## src/rtl/core/lcaa_pkg.sv

```systemverilog
`timescale 1ns / 1ps
package lcaa_pkg;

  // field and datapath widths
  localparam int PpgW    = 12;
  localparam int CurW    = 13;
  localparam int StepW   = 21;
  localparam int ProdW   = 26;
  localparam int FactW   = 5;
  localparam int DivW    = 13;
  localparam int WordW   = 16;
  localparam int StepFW  = 14;
  localparam int HeartW  = 7;
  localparam int OffW    = 14;
  localparam int CfgW    = 12;
  localparam int CfgIdxW = 2;
  localparam int CntW    = 5;

  // constants of the adjustment loop
  localparam int StepReset  = 307200;
  localparam int StepMax    = 1536000;
  localparam int StepMin    = 15360;
  localparam int WordMin    = 2;
  localparam int WordMax    = 1000;
  localparam int FactorUp   = 22;
  localparam int FactorDown = 11;
  localparam int FactorOne  = 16;
  localparam int CurBias    = 20;
  localparam int HeadroomUp = 3072;
  localparam int HeadroomDn = 1024;
  localparam int TraceMax   = 511;

  localparam int PpgHighReset = 3900;
  localparam int PpgLowReset  = 200;
  localparam int CurHighReset = 1000;

  typedef enum logic [CfgIdxW-1:0] {
    CFG_PPG_HIGH = 2'd0,
    CFG_PPG_LOW  = 2'd1,
    CFG_CUR_HIGH = 2'd2
  } cfg_idx_e;

  typedef enum logic [1:0] {
    DIR_NONE = 2'd0,
    DIR_UP   = 2'd1,
    DIR_DOWN = 2'd2
  } dir_e;

  typedef enum logic [1:0] {
    ST_IDLE  = 2'd0,
    ST_SCALE = 2'd1,
    ST_DIV   = 2'd2,
    ST_DONE  = 2'd3
  } ctrl_state_e;

  typedef struct packed {
    logic             ppg_ok;
    logic [PpgW-1:0]  ppg_sample;
    logic [PpgW-1:0]  led_current;
  } in_item_t;

  typedef struct packed {
    logic              adjust_write;
    logic [WordW-1:0]  adjust_word;
    logic [HeartW-1:0] heart_sample;
  } out_item_t;

  typedef struct packed {
    logic load;
    logic scale;
    logic commit;
  } dp_cmd_t;

  typedef struct packed {
    logic do_adj;
    logic div_done;
    logic out_free;
  } dp_sts_t;

endpackage

```

## src/rtl/core/lcaa_chan_if.sv

```systemverilog
`timescale 1ns / 1ps
interface lcaa_chan_if #(
  parameter type T = logic
);
  logic valid;
  logic ready;
  T     data;

  modport source (output valid, output data, input ready);
  modport sink (input valid, input data, output ready);
endinterface

```

## src/rtl/core/lcaa_div.sv

```systemverilog
`timescale 1ns / 1ps
module lcaa_div
  import lcaa_pkg::*;
(
  input  logic             clk_i,
  input  logic             rst_ni,
  input  logic             start_i,
  input  logic [StepW-1:0] dividend_i,
  input  logic [DivW-1:0]  divisor_i,
  output logic             done_o,
  output logic [StepW-1:0] quotient_o
);

  logic [StepW-1:0] quo_q, quo_d;
  logic [DivW-1:0]  rem_q, rem_d;
  logic [DivW-1:0]  dvs_q;
  logic [CntW-1:0]  cnt_q, cnt_d;
  logic             busy_q, busy_d;
  logic             done_q, done_d;
  logic [DivW:0]    rem_sh;
  logic             fits;

  // restoring divide, one quotient bit a cycle
  always_comb begin
    rem_sh = {rem_q, quo_q[StepW-1]};
    fits   = rem_sh >= {1'b0, dvs_q};
    quo_d  = quo_q;
    rem_d  = rem_q;
    cnt_d  = cnt_q;
    busy_d = busy_q;
    done_d = 1'b0;
    if (start_i) begin
      quo_d  = dividend_i;
      rem_d  = '0;
      cnt_d  = '0;
      busy_d = 1'b1;
    end else if (busy_q) begin
      rem_d = fits ? DivW'(rem_sh - {1'b0, dvs_q}) : rem_sh[DivW-1:0];
      quo_d = {quo_q[StepW-2:0], fits};
      cnt_d = cnt_q + CntW'(1);
      if (cnt_q == CntW'(StepW - 1)) begin
        busy_d = 1'b0;
        done_d = 1'b1;
      end
    end
  end

  always_ff @(posedge clk_i or negedge rst_ni) begin
    if (!rst_ni) begin
      busy_q <= 1'b0;
      done_q <= 1'b0;
      cnt_q  <= '0;
    end else begin
      busy_q <= busy_d;
      done_q <= done_d;
      cnt_q  <= cnt_d;
    end
  end

  always_ff @(posedge clk_i) begin
    quo_q <= quo_d;
    rem_q <= rem_d;
    if (start_i) begin
      dvs_q <= divisor_i;
    end
  end

  assign done_o     = done_q;
  assign quotient_o = quo_q;

endmodule

```

## src/rtl/core/lcaa_dp.sv

```systemverilog
`timescale 1ns / 1ps
module lcaa_dp
  import lcaa_pkg::*;
(
  input  logic               clk_i,
  input  logic               rst_ni,
  input  dp_cmd_t            cmd_i,
  output dp_sts_t            sts_o,
  input  logic               cfg_we_i,
  input  logic [CfgIdxW-1:0] cfg_idx_i,
  input  logic [CfgW-1:0]    cfg_data_i,
  input  in_item_t           in_data_i,
  input  logic               out_ready_i,
  output logic               out_valid_o,
  output out_item_t          out_data_o
);

  logic [PpgW-1:0]  ppg_high_q, ppg_low_q, cur_high_q;
  logic             ok_q;
  logic [PpgW-1:0]  ppg_q;
  logic [CurW-1:0]  cur_q;
  logic [StepW-1:0] step_q;
  dir_e             dir_last_q, dir_before_q;
  logic [PpgW-1:0]  prev_ppg_q;
  logic             prev_adj_q;
  logic signed [OffW-1:0] offset_q, offset_d;
  logic             out_valid_q;
  out_item_t        out_q, out_d;

  logic             up_hit, dn_hit, cur_ok, do_adj;
  dir_e             rev_dir, same_dir, dir_new;
  logic [FactW-1:0] factor;
  logic [ProdW-1:0] prod;
  logic [ProdW-5:0] scaled;
  logic [StepW-1:0] step_clamp;
  logic [DivW-1:0]  divisor;
  logic             div_done;
  logic [StepW-1:0] quotient;
  logic [StepFW-1:0] step_field;
  logic signed [OffW:0]   diff, tmp;
  logic signed [OffW+1:0] value;
  logic [8:0]       trace;

  always_ff @(posedge clk_i or negedge rst_ni) begin
    if (!rst_ni) begin
      ppg_high_q <= CfgW'(PpgHighReset);
      ppg_low_q  <= CfgW'(PpgLowReset);
      cur_high_q <= CfgW'(CurHighReset);
    end else if (cfg_we_i) begin
      unique case (cfg_idx_i)
        CFG_PPG_HIGH: ppg_high_q <= cfg_data_i;
        CFG_PPG_LOW:  ppg_low_q  <= cfg_data_i;
        CFG_CUR_HIGH: cur_high_q <= cfg_data_i;
        default: ;
      endcase
    end
  end

  always_ff @(posedge clk_i) begin
    if (cmd_i.load) begin
      ok_q  <= in_data_i.ppg_ok;
      ppg_q <= in_data_i.ppg_sample;
      cur_q <= {1'b0, in_data_i.led_current} + CurW'(CurBias);
    end
  end

  // classification of the held sample; high limit wins when both are crossed
  always_comb begin
    up_hit   = ok_q && (ppg_q > ppg_high_q);
    dn_hit   = ok_q && !up_hit && (ppg_q < ppg_low_q);
    cur_ok   = cur_q < {1'b0, cur_high_q};
    do_adj   = dn_hit || (up_hit && cur_ok);
    rev_dir  = up_hit ? DIR_DOWN : DIR_UP;
    same_dir = up_hit ? DIR_UP : DIR_DOWN;
    dir_new  = up_hit ? DIR_UP : (dn_hit ? DIR_DOWN : DIR_NONE);
  end

  // step scaling in q4
  always_comb begin
    if (dir_last_q == rev_dir) begin
      factor = FactW'(FactorDown);
    end else if (dir_last_q == same_dir && dir_before_q == same_dir) begin
      factor = FactW'(FactorUp);
    end else begin
      factor = FactW'(FactorOne);
    end
    prod   = ProdW'(step_q) * ProdW'(factor);
    scaled = prod[ProdW-1:4];
    if (scaled > (ProdW-4)'(StepMax)) begin
      step_clamp = StepW'(StepMax);
    end else if (scaled < (ProdW-4)'(StepMin)) begin
      step_clamp = StepW'(StepMin);
    end else begin
      step_clamp = scaled[StepW-1:0];
    end
    if (up_hit) begin
      divisor = (cur_q < DivW'(HeadroomUp)) ? DivW'(HeadroomUp) - cur_q : DivW'(1);
    end else begin
      divisor = DivW'(HeadroomDn) + cur_q;
    end
  end

  lcaa_div u_div (
    .clk_i      (clk_i),
    .rst_ni     (rst_ni),
    .start_i    (cmd_i.scale),
    .dividend_i (step_clamp),
    .divisor_i  (divisor),
    .done_o     (div_done),
    .quotient_o (quotient)
  );

  always_comb begin
    if (quotient <= StepW'(WordMin)) begin
      step_field = StepFW'(WordMin);
    end else if (quotient >= StepW'(WordMax)) begin
      step_field = StepFW'(WordMax);
    end else begin
      step_field = quotient[StepFW-1:0];
    end
  end

  // offset removes the jump that follows an adjustment
  always_comb begin
    diff = prev_adj_q ? (OffW+1)'($signed({1'b0, prev_ppg_q}) - $signed({1'b0, ppg_q}))
                      : '0;
    tmp  = (OffW+1)'(offset_q) + diff;
    value = (OffW+2)'(tmp) + $signed((OffW+2)'({1'b0, ppg_q}));
    if (value > (OffW+2)'(TraceMax)) begin
      offset_d = OffW'((OffW+2)'(TraceMax) - $signed((OffW+2)'({1'b0, ppg_q})));
      trace    = 9'(TraceMax);
    end else if (value < 0) begin
      offset_d = OffW'(-$signed((OffW+2)'({1'b0, ppg_q})));
      trace    = '0;
    end else begin
      offset_d = OffW'(tmp);
      trace    = value[8:0];
    end
    out_d.adjust_write = do_adj;
    out_d.adjust_word  = do_adj ? {1'b1, up_hit, step_field} : '0;
    out_d.heart_sample = trace[8:2];
  end

  always_ff @(posedge clk_i or negedge rst_ni) begin
    if (!rst_ni) begin
      step_q       <= StepW'(StepReset);
      dir_last_q   <= DIR_NONE;
      dir_before_q <= DIR_NONE;
      prev_ppg_q   <= '0;
      prev_adj_q   <= 1'b0;
      offset_q     <= '0;
      out_valid_q  <= 1'b0;
    end else begin
      if (cmd_i.scale) begin
        step_q <= step_clamp;
      end
      if (cmd_i.commit) begin
        if (ok_q) begin
          dir_before_q <= dir_last_q;
          dir_last_q   <= dir_new;
        end
        prev_ppg_q <= ppg_q;
        prev_adj_q <= do_adj;
        offset_q   <= offset_d;
      end
      if (cmd_i.commit) begin
        out_valid_q <= 1'b1;
      end else if (out_ready_i) begin
        out_valid_q <= 1'b0;
      end
    end
  end

  always_ff @(posedge clk_i) begin
    if (cmd_i.commit) begin
      out_q <= out_d;
    end
  end

  assign sts_o.do_adj   = do_adj;
  assign sts_o.div_done = div_done;
  assign sts_o.out_free = !out_valid_q || out_ready_i;
  assign out_valid_o    = out_valid_q;
  assign out_data_o     = out_q;

  a_step_range: assert property (@(posedge clk_i) disable iff (!rst_ni)
    step_q >= StepW'(StepMin) && step_q <= StepW'(StepMax))
    else $error("adaptive step outside its clamp range");

  a_offset_range: assert property (@(posedge clk_i) disable iff (!rst_ni)
    offset_q >= -14'sd4095 && offset_q <= 14'sd511)
    else $error("trace offset outside its settled range");

  a_word_field: assert property (@(posedge clk_i) disable iff (!rst_ni)
    out_valid_q && out_q.adjust_write |->
      out_q.adjust_word[15] && out_q.adjust_word[StepFW-1:0] >= StepFW'(WordMin) &&
      out_q.adjust_word[StepFW-1:0] <= StepFW'(WordMax))
    else $error("issued adjust word malformed");

  a_word_idle: assert property (@(posedge clk_i) disable iff (!rst_ni)
    out_valid_q && !out_q.adjust_write |-> out_q.adjust_word == '0)
    else $error("adjust word set without a write");

  a_scale_needs_adj: assert property (@(posedge clk_i) disable iff (!rst_ni)
    cmd_i.scale |-> do_adj)
    else $error("step scaled for a sample that causes no adjustment");

endmodule

```

## src/rtl/core/lcaa_ctrl.sv

```systemverilog
`timescale 1ns / 1ps
module lcaa_ctrl
  import lcaa_pkg::*;
(
  input  logic    clk_i,
  input  logic    rst_ni,
  input  logic    in_valid_i,
  output logic    in_ready_o,
  input  dp_sts_t sts_i,
  output dp_cmd_t cmd_o
);

  ctrl_state_e state_q, state_d;

  always_ff @(posedge clk_i or negedge rst_ni) begin
    if (!rst_ni) begin
      state_q <= ST_IDLE;
    end else begin
      state_q <= state_d;
    end
  end

  always_comb begin
    state_d    = state_q;
    cmd_o      = '0;
    in_ready_o = 1'b0;
    unique case (state_q)
      ST_IDLE: begin
        in_ready_o = 1'b1;
        if (in_valid_i) begin
          cmd_o.load = 1'b1;
          state_d    = ST_SCALE;
        end
      end
      ST_SCALE: begin
        if (sts_i.do_adj) begin
          cmd_o.scale = 1'b1;
          state_d     = ST_DIV;
        end else begin
          state_d = ST_DONE;
        end
      end
      ST_DIV: begin
        if (sts_i.div_done) begin
          state_d = ST_DONE;
        end
      end
      ST_DONE: begin
        // wait here while the previous word still sits in the output register
        if (sts_i.out_free) begin
          cmd_o.commit = 1'b1;
          state_d      = ST_IDLE;
        end
      end
      default: state_d = ST_IDLE;
    endcase
  end

  a_no_accept_busy: assert property (@(posedge clk_i) disable iff (!rst_ni)
    state_q != ST_IDLE |-> !in_ready_o)
    else $error("sample accepted while one is in flight");

  a_commit_after_load: assert property (@(posedge clk_i) disable iff (!rst_ni)
    cmd_o.load |=> !cmd_o.commit)
    else $error("commit straight after load");

  a_div_wait: assert property (@(posedge clk_i) disable iff (!rst_ni)
    cmd_o.scale |=> state_q == ST_DIV && !sts_i.div_done)
    else $error("divider finished too early");

endmodule

```

## src/rtl/core/led_current_auto_adjust_core.sv

```systemverilog
`timescale 1ns / 1ps
// channel   | dir | handshake            | word
// ----------+-----+----------------------+--------------------------------------------
// sample_i  | in  | valid/ready          | ppg_ok, ppg_sample, led_current
// result_o  | out | valid/ready          | adjust_write, adjust_word, heart_sample
// cfg       | in  | cfg_we_i, no stall   | cfg_idx_i, cfg_data_i (12 bit limits)
//
// a sample that triggers an adjustment reaches the result register after its step is
// scaled, the restoring divider (one quotient bit a cycle) has run, and control commits
// it; any other sample skips the scaling and the divider.
// one sample is worked on at a time; the next is taken in the cycle after the result
// is loaded, while that result may still wait for the sink.
// a stalled sink holds the finished sample in its last state until the register frees.
// reset (rst_ni, asynchronous) restores the limits and the loop state at once.
module led_current_auto_adjust_core
  import lcaa_pkg::*;
(
  input  logic               clk_i,
  input  logic               rst_ni,
  lcaa_chan_if.sink          sample_i,
  lcaa_chan_if.source        result_o,
  input  logic               cfg_we_i,
  input  logic [CfgIdxW-1:0] cfg_idx_i,
  input  logic [CfgW-1:0]    cfg_data_i
);

  dp_cmd_t   cmd;
  dp_sts_t   sts;
  in_item_t  in_data;
  out_item_t out_data;

  assign in_data = in_item_t'(sample_i.data);

  lcaa_ctrl u_ctrl (
    .clk_i      (clk_i),
    .rst_ni     (rst_ni),
    .in_valid_i (sample_i.valid),
    .in_ready_o (sample_i.ready),
    .sts_i      (sts),
    .cmd_o      (cmd)
  );

  lcaa_dp u_dp (
    .clk_i       (clk_i),
    .rst_ni      (rst_ni),
    .cmd_i       (cmd),
    .sts_o       (sts),
    .cfg_we_i    (cfg_we_i),
    .cfg_idx_i   (cfg_idx_i),
    .cfg_data_i  (cfg_data_i),
    .in_data_i   (in_data),
    .out_ready_i (result_o.ready),
    .out_valid_o (result_o.valid),
    .out_data_o  (out_data)
  );

  assign result_o.data = out_data;

endmodule

```

## src/flat_wrapper.sv

```systemverilog
// flat-port wrapper written by rule: the top's interface ports become plain ports
module led_current_auto_adjust_core_flat import lcaa_pkg::*;
  (clk_i, rst_ni, cfg_we_i, cfg_idx_i, cfg_data_i, sample_i_valid, sample_i_data, sample_i_ready, result_o_valid, result_o_data, result_o_ready);
  lcaa_chan_if #(.T(in_item_t)) sample_i_i ();
  lcaa_chan_if #(.T(out_item_t)) result_o_i ();
  input  logic clk_i;
  input  logic rst_ni;
  input  logic cfg_we_i;
  input  logic [CfgIdxW-1:0] cfg_idx_i;
  input  logic [CfgW-1:0] cfg_data_i;
  input wire logic [$bits(sample_i_i.valid)-1:0] sample_i_valid;
  input wire logic [$bits(sample_i_i.data)-1:0] sample_i_data;
  output wire logic [$bits(sample_i_i.ready)-1:0] sample_i_ready;
  output wire logic [$bits(result_o_i.valid)-1:0] result_o_valid;
  output wire logic [$bits(result_o_i.data)-1:0] result_o_data;
  input wire logic [$bits(result_o_i.ready)-1:0] result_o_ready;
  assign sample_i_i.valid = sample_i_valid;
  assign sample_i_i.data = sample_i_data;
  assign sample_i_ready = sample_i_i.ready;
  assign result_o_valid = result_o_i.valid;
  assign result_o_data = result_o_i.data;
  assign result_o_i.ready = result_o_ready;
  led_current_auto_adjust_core u_core (.clk_i(clk_i), .rst_ni(rst_ni), .sample_i(sample_i_i), .result_o(result_o_i), .cfg_we_i(cfg_we_i), .cfg_idx_i(cfg_idx_i), .cfg_data_i(cfg_data_i));
endmodule
```

## config.mk

```make
export PLATFORM = sky130hd
export DESIGN_NAME = led_current_auto_adjust_core_flat
export DESIGN_NICKNAME = d
export VERILOG_FILES = /design/src/rtl/core/lcaa_pkg.sv /design/src/rtl/core/lcaa_chan_if.sv /design/src/rtl/core/lcaa_div.sv /design/src/rtl/core/lcaa_dp.sv /design/src/rtl/core/lcaa_ctrl.sv /design/src/rtl/core/led_current_auto_adjust_core.sv /design/src/flat_wrapper.sv
export SDC_FILE = /design/constraint.sdc
export NUM_CORES = 1
export LEC_CHECK = 0
export BUFFER_PORTS_ARGS = -buffer_cell sky130_fd_sc_hd__buf_2
export CELL_PAD_IN_SITES_DETAIL_PLACEMENT = 0
export CELL_PAD_IN_SITES_GLOBAL_PLACEMENT = 2
export CORE_ASPECT_RATIO = 2
export CORE_UTILIZATION = 43
export DETAILED_ROUTE_END_ITERATION = 10
export GPL_TIMING_DRIVEN = 0
export PLACE_DENSITY = 0.87
export SYNTH_ARGS = -nofsm -noshare
export SYNTH_HDL_FRONTEND = slang
export SYNTH_SLANG_ARGS = --single-unit
```

## constraint.sdc

```tcl
create_clock -name clk_i -period 17.51 [get_ports clk_i]
set_input_delay 3.502 -clock clk_i [delete_from_list [all_inputs] [get_ports clk_i]]
set_output_delay 3.502 -clock clk_i [all_outputs]
set_load 0.02 [all_outputs]
```

After elaboration in Yosys (flattened, before gate mapping) --
Index checks and enable logic that the tools add are counted.
Storage, ports and cells: bits in registers 195, input bits 44, output and inout port bits 26, word-level logic and storage cells 123
Operators by class: add/subtract/negate cells 10, $mul 1, order comparisons 11, equal/unequal tests 12, mux-type cells 42, bitwise gates (word level) 1, reduce and logical (&&, ||, !) cells 20
Operators with widths (count):
- 21-bit two-way mux | 4
- 14-bit two-way mux | 4
- 13-bit two-way mux | 3
- 21-bit by 5-bit multiplier with 26-bit output | 1
- 22-bit by 21-bit > comparator with 1-bit output, second input constant | 1
- 22-bit by 14-bit < comparator with 1-bit output, second input constant | 1
- 21-bit by 10-bit greater-or-equal comparator with 1-bit output, second input constant | 1
- 21-bit by 2-bit less-or-equal comparator with 1-bit output, second input constant | 1
- 15-bit by 13-bit adder with 16-bit output | 1
- 16-bit by 10-bit > comparator with 1-bit output, second input constant | 1
- 16-bit by 1-bit < comparator with 1-bit output, second input constant | 1
- 1-bit two-way mux | 16
- 16-bit two-way mux | 1
- 14-bit by 15-bit adder with 15-bit output | 1
- 15-bit two-way mux | 1
- 5-bit two-way mux | 3
- 14-bit by 13-bit greater-or-equal comparator with 1-bit output | 1
- 2-bit two-way mux | 7
- 12-bit negation with 14-bit output | 1
- 11-bit by 13-bit adder with 13-bit output, first input constant | 1
- 12-bit by 5-bit adder with 13-bit output, second input constant | 1
- 13-bit by 12-bit < comparator with 1-bit output | 1
- 13-bit by 12-bit < comparator with 1-bit output, second input constant | 1
- 12-bit by 12-bit subtractor with 13-bit output | 1
- other kinds (25) | 42

Longest topological paths before layout --
depth in word-level cells 12, mapped depth 33, depth with buffers taken out 31

Hierarchy --
Synthesis repeated with hierarchy kept, for this count alone.
Unflattened totals: cells, all modules 1678, area total of the unflattened synthesis 15656.3 um^2
By module, submodules not included:
- lcaa_dp | times used 1, cells each 1409, area an instance 12535.8 um^2, seq. area each 3724.8 um^2
- lcaa_div | times used 1, cells each 249, area an instance 2919.0 um^2, seq. area each 1456.4 um^2
- lcaa_ctrl | times used 1, cells each 20, area an instance 201.4 um^2, seq. area each 50.0 um^2

Worst setup path before layout --
OpenSTA, ideal clock, no wires.
kind register -> register, from reg u_core.u_dp.ppg_high_q[10], to reg u_core.u_dp.u_div.quo_q[12], in the netlist u_core.u_dp.u_div.quotient_o[12] (data pin), setup time 0.256 ns, arrival 6.954 ns, data required time 17.254 ns, path slack 10.299 ns, cell stages (with the launch flop) 32, buffers on the path 5, period minus slack after synthesis 7.211 ns, cell sequence dfstp_2 inv_1 ha_1 a21oi_1 nand2_1 a221oi_2 a21o_1 and3_1 buf_2 clkbuf_1 clkbuf_1 nand2_1 nand2_1 ha_1 fa_1 inv_1 fa_1 inv_1 ha_1 and3_1 buf_6 a22o_1 a221o_1 a31oi_2 nand2_1 a222oi_1 nand3_1 nor4b_2 and4b_1 a31oi_4 buf_6 o22a_1
On the way: longest elaborated chain between the ends 12, elaborated cells between the ends (all ways) 23, classes of those cells 1 x mul; 3 x order compare; 3 x eq/ne; 9 x mux; 7 x reduce/logical
RTL lines:
- start, declared | line lcaa_dp.sv:18 | logic [PpgW-1:0] ppg_high_q, ppg_low_q, cur_high_q;
- start signal, assigned | line lcaa_dp.sv:46 | ppg_high_q <= CfgW'(PpgHighReset);
- start signal, assigned | line lcaa_dp.sv:51 | CFG_PPG_HIGH: ppg_high_q <= cfg_data_i;
- 12-bit > comparator (*) | line lcaa_dp.sv:69 | up_hit = ok_q && (ppg_q > ppg_high_q);
- 1-bit logical AND (*) | line lcaa_dp.sv:69
- 2-bit two-way mux | line lcaa_dp.sv:74 | same_dir = up_hit ? DIR_UP : DIR_DOWN;
- 2-bit == test | line lcaa_dp.sv:82 | end else if (dir_last_q == same_dir && dir_before_q == same_dir) begin
- 1-bit logical AND | line lcaa_dp.sv:82
- 3-bit two-way mux | line lcaa_dp.sv:82
- 5-bit two-way mux | line lcaa_dp.sv:80 | if (dir_last_q == rev_dir) begin
- 21-bit by 5-bit multiplier with 26-bit output | line lcaa_dp.sv:87 | prod = ProdW'(step_q) * ProdW'(factor);
- 22-bit by 14-bit < comparator with 1-bit output | line lcaa_dp.sv:91 | end else if (scaled < (ProdW-4)'(StepMin)) begin
- 21-bit two-way mux | line lcaa_dp.sv:91
- 21-bit two-way mux | line lcaa_dp.sv:89 | if (scaled > (ProdW-4)'(StepMax)) begin
- 21-bit two-way mux (*) | line lcaa_div.sv:32 | if (start_i) begin
- named net u_core.u_dp.u_div.quo_d[12] | line lcaa_div.sv:14 | logic [StepW-1:0] quo_q, quo_d;
- end signal, assigned | line lcaa_div.sv:61 | quo_q <= quo_d;
- end, declared | line lcaa_div.sv:14
The timed path passes the listed nets; every way through them passes the cells marked *. A chain may end at the register's enable or synchronous reset.

Worst setup path in the final report --
from reg u_core.u_dp.ppg_q[10], to reg u_core.u_dp.u_div.quo_q[12], in the netlist u_core.u_dp.u_div.quotient_o[12] (data pin)
On the way: longest elaborated chain between the ends 12, elaborated cells between the ends (all ways) 24, classes of those cells 1 x mul; 4 x order compare; 3 x eq/ne; 9 x mux; 7 x reduce/logical
RTL lines:
- start, declared | line lcaa_dp.sv:20 | logic [PpgW-1:0] ppg_q;
- start signal, assigned | line lcaa_dp.sv:62 | ppg_q <= in_data_i.ppg_sample;
- 12-bit > comparator | line lcaa_dp.sv:69
- 1-bit logical AND | line lcaa_dp.sv:69
- 2-bit two-way mux | line lcaa_dp.sv:74
- 2-bit == test | line lcaa_dp.sv:82
- 1-bit logical AND | line lcaa_dp.sv:82
- 3-bit two-way mux | line lcaa_dp.sv:82
- 5-bit two-way mux | line lcaa_dp.sv:80
- 21-bit by 5-bit multiplier with 26-bit output | line lcaa_dp.sv:87
- 22-bit by 14-bit < comparator with 1-bit output | line lcaa_dp.sv:91
- 21-bit two-way mux | line lcaa_dp.sv:91
- 21-bit two-way mux | line lcaa_dp.sv:89
- 21-bit two-way mux (*) | line lcaa_div.sv:32
- named net u_core.u_dp.u_div.quo_d[12] | line lcaa_div.sv:14
Marks and branches as above.

==> summary.txt <==
critical path arrival: 9.06 ns
Worst Setup End Kind: flip-flop
Tcrit/Tclk final: 50.6%
CORE AREA: 35200 um2
min-delay src: u_core.u_dp.prev_ppg_q[8]
Die X: 136 um
die area: 36600 um2
clock latency at the later pin of the worst-skew pair: 0.46 ns
CP Launch Point: u_core.u_dp.ppg_q[10]
syn_area_per_cell: 9.02 um2
slowest CP cell: o311ai_1
f_max: 0.113 GHz
ANT cells: 0
Async SR Flop Fraction: 50.5%
minimum clock period: 8.85 ns
sequential fraction of the synthesis area: 34.0%
top cells by area, synth: edfxtp_1, dfrtp_1, ha_1
Post-synth EDFFs: 83
Pre-antenna DRT Iters: 6
Overflow after GRT: 0
pin count of the biggest net entering global routing: 56
initial core utilization: 43.8%
Synth cell types: 88
clk root buf: clkbuf_16
CTS tree: done
clock-pin slew on the worst setup and hold paths: 0.07 ns
hold buffer count at CTS: 0
leading area contributor after synthesis: edfxtp_1
top_reg_cell synth: edfxtp_1
Post-Synthesis Cell Area: 15400 um2
Finish-stage setup viols: 0
Nets: 2034
global-route wire length before repair: 70.5 mm
DRT antenna net count: 0
area added between synthesis and finish: 10.2%
Hold Fails Final Rpt: 0
met1 Usage GRT: 23.6%
# DRC: 0
Detail Placement HPWL: 35.8 mm
Hold Path Class: reg2reg
status: finished, final reports clean
Mapped Cells: 1708
CTS Sinks: 194
met2 Usage GRT: 50.9%
Port Buffers: 69
routed vias: 12569
Setup Crit Path Kind: reg2reg
Max Clock Skew: 0.0145 ns
CP max stage delay: 0.58 ns
CP Buf/Inv Count: 6
Max Cap Violations: 0
FP Rows: 97
post-CTS setup buffer count: 0
post-CTS sizing: 0
Critical Path Start Type: flip-flop
1st-iter DRT viols: 576
clk buf depth: 2
GR peak layer: met2
top cell family by delay on the critical path: compound AO/OA/AOI/OAI gates
vias in the first global route: 13361
Worst EP required: 17.72 ns
crit path max fanout: 10
routability cong.: 0.940
Fin Setup TNS: 0 ns
DR vias/cell: 5.56
met3 Use GR: 2.63%
TritonCTS Buffers: 17
share of Yosys cell area claimed by the top area cell type: 16.2%
Worst Max-Slew Pin Slew: 1.23 ns
H-tree depth: 4
WL/cell: 19.5 um
RSZ-0062 raised after global routing: no
initial antenna violation count: 0
I/O pin total: 70
Critical R2R Launch: u_core.u_dp.ppg_q[10]
final wirelength: 44.0 mm
Yosys reg bits: 194
layout cells sized above 1: 11.2%
Pins Over Slew Limit: 0
gr usage total: 25.4%
slew margin rel.: 18.3%
die height: 270 um
Ys Warns: 0
[metrics by stage]
stage	instance area, um2	hold slack [ns]	util [%]	cells	setup slack [ns]
after floorplan	15400	0.454	-	1712	10.30
after global routing	17000	0.511	48.2	2260	8.04
after detailed placement	16400	0.481	46.5	2228	8.61
final	17000	0.495	48.2	2260	8.66
after CTS	17000	0.496	48.2	2260	8.59
after global placement	16300	0.469	46.4	2226	8.70
[worst paths after layout]
kind                                                    end  slack, ns  depth (start not counted)
max                        u_core.u_dp.u_div.quotient_o[12]       8.66                         27
max reg2reg                u_core.u_dp.u_div.quotient_o[12]       8.66                         27
max in group asynchronous            u_core.u_dp.step_q[15]      13.60                          2
min in group asynchronous           u_core.u_dp.offset_q[3]       3.11                          1
min                               u_core.u_dp.prev_ppg_q[8]       0.50                          2
min reg2reg                       u_core.u_dp.prev_ppg_q[8]       0.50                          2
[synthesized netlist by cell type, types with 13 or more instances]
master	n
o21ai_0	103
dfstp_2	21
nand3_1	20
and3_1	23
a31oi_1	16
mux2_2	33
xor2_1	20
mux2i_1	25
nand4_1	19
nand2b_1	23
a211oi_1	15
o21ai_1	41
nor2_1	78
fa_1	41
nor3_1	29
o21a_1	22
a21o_1	37
ha_1	147
nor2b_1	38
inv_1	184
a21oi_1	90
edfxtp_1	83
xnor2_1	39
dfxtp_1	13
dfrtp_1	77
clkbuf_1	56
a21boi_0	24
nand2_1	206
[per-layer routing]
layer  vias up  routed length, um
met4         0               2590
met3        96                925
met5         -                  0
li1       6161                  -
met1      6050              15000
met2       262              25500
[final cells by class]
class / count / area, um2
Inverter: 185 / 694
Timing Repair Buffer: 71 / 403
Buffer: 77 / 350
Fill cell: 3455 / 18200
Tap cell: 445 / 557
Sequential cell: 194 / 5230
Multi-Input combinational cell: 1256 / 9150
Clock inverter: 14 / 166
Clock buffer: 18 / 429
[cells by family (layout without fill, tap and decap cells)]
group                      Yosys count  after routing  share of synthesized area (%)
AOI/OAI and AO/OA                  439            439                           18.5
xor gates and xnor gates            59             59                           3.35
adders and majority gates          188            188                           17.3
buffers and inverters              262            365                           6.77
DFF                                194            194                           34.0
muxes                               58             58                           4.04
other                                1              5                         0.0243
and+or+nand+nor                    507            507                           16.1
[placed cells by master, fill, tap and decap left out, types with 6 or more instances in the layout]
cell type | synthesis | routed
a22o_1 | 9 | 9
o21ai_0 | 103 | 103
or2_2 | 7 | 7
o21bai_1 | 8 | 8
clkbuf_16 | 0 | 17
nor2b_1 | 38 | 38
nor4_1 | 8 | 8
ha_1 | 147 | 147
nand4_1 | 19 | 19
nand2b_1 | 23 | 23
nand3_1 | 20 | 20
and2_1 | 10 | 10
o211ai_1 | 6 | 6
a21boi_0 | 24 | 24
a21oi_1 | 90 | 90
a211oi_1 | 15 | 15
xnor2_1 | 39 | 39
and4_1 | 7 | 7
inv_1 | 184 | 184
nor2_1 | 78 | 78
a21o_1 | 37 | 37
dfxtp_1 | 13 | 13
nand3b_1 | 9 | 9
fa_1 | 41 | 41
edfxtp_1 | 83 | 83
xor2_1 | 20 | 20
dfrtp_1 | 77 | 77
o21ai_1 | 41 | 41
nor3_1 | 29 | 29
o22a_1 | 9 | 9
or3_1 | 11 | 11
mux2i_1 | 25 | 25
mux2_2 | 33 | 33
and3_1 | 23 | 23
dfstp_2 | 21 | 21
o21a_1 | 22 | 22
nand2_1 | 206 | 206
clkbuf_1 | 56 | 56
a31oi_1 | 16 | 16
buf_2 | 9 | 77
[worst register-to-register path, stage by stage (launching register included)]
cell and delay (ns):
edfxtp_1 0.56, ha_1 0.39, nand4_1 0.18, a211o_1 0.39, a21oi_1 0.45, nor4b_1 0.11, a41oi_1 0.41, clkbuf_1 0.49
clkbuf_1 0.54, nor2b_1 0.12, ha_1 0.34, fa_1 0.54, inv_1 0.06, fa_1 0.53, inv_1 0.04, ha_1 0.27
clkbuf_1 0.23, a2111oi_0 0.52, nor2b_1 0.20, a211oi_1 0.12, a21o_1 0.24, or2_1 0.23, o311ai_1 0.58, nor4b_2 0.16
a311oi_1 0.48, a31oi_4 0.10, buf_6 0.17, o22a_1 0.18
[state kept, by name, summed over array words and instances (netlist names), 2 cells and up]
signal and flops:
u_core.u_dp.cur_high_q 12, u_core.u_dp.dir_last_q 2, u_core.u_dp.out_data_o 23, u_core.u_dp.u_div.quotient_o 21, u_core.u_dp.dir_before_q 2, u_core.u_dp.ppg_q 12
u_core.u_dp.ppg_high_q 12, u_core.u_dp.cur_q 13, u_core.u_dp.u_div.cnt_q 5, u_core.u_dp.u_div.dvs_q 13, u_core.u_ctrl.state_q 2, u_core.u_dp.step_q 21
u_core.u_dp.ppg_low_q 12, u_core.u_dp.prev_ppg_q 12, u_core.u_dp.offset_q 14, u_core.u_dp.u_div.rem_q 13
Power is not shown: default switching activity piles up to over one toggle a cycle in this logic, so the estimate is an artifact.
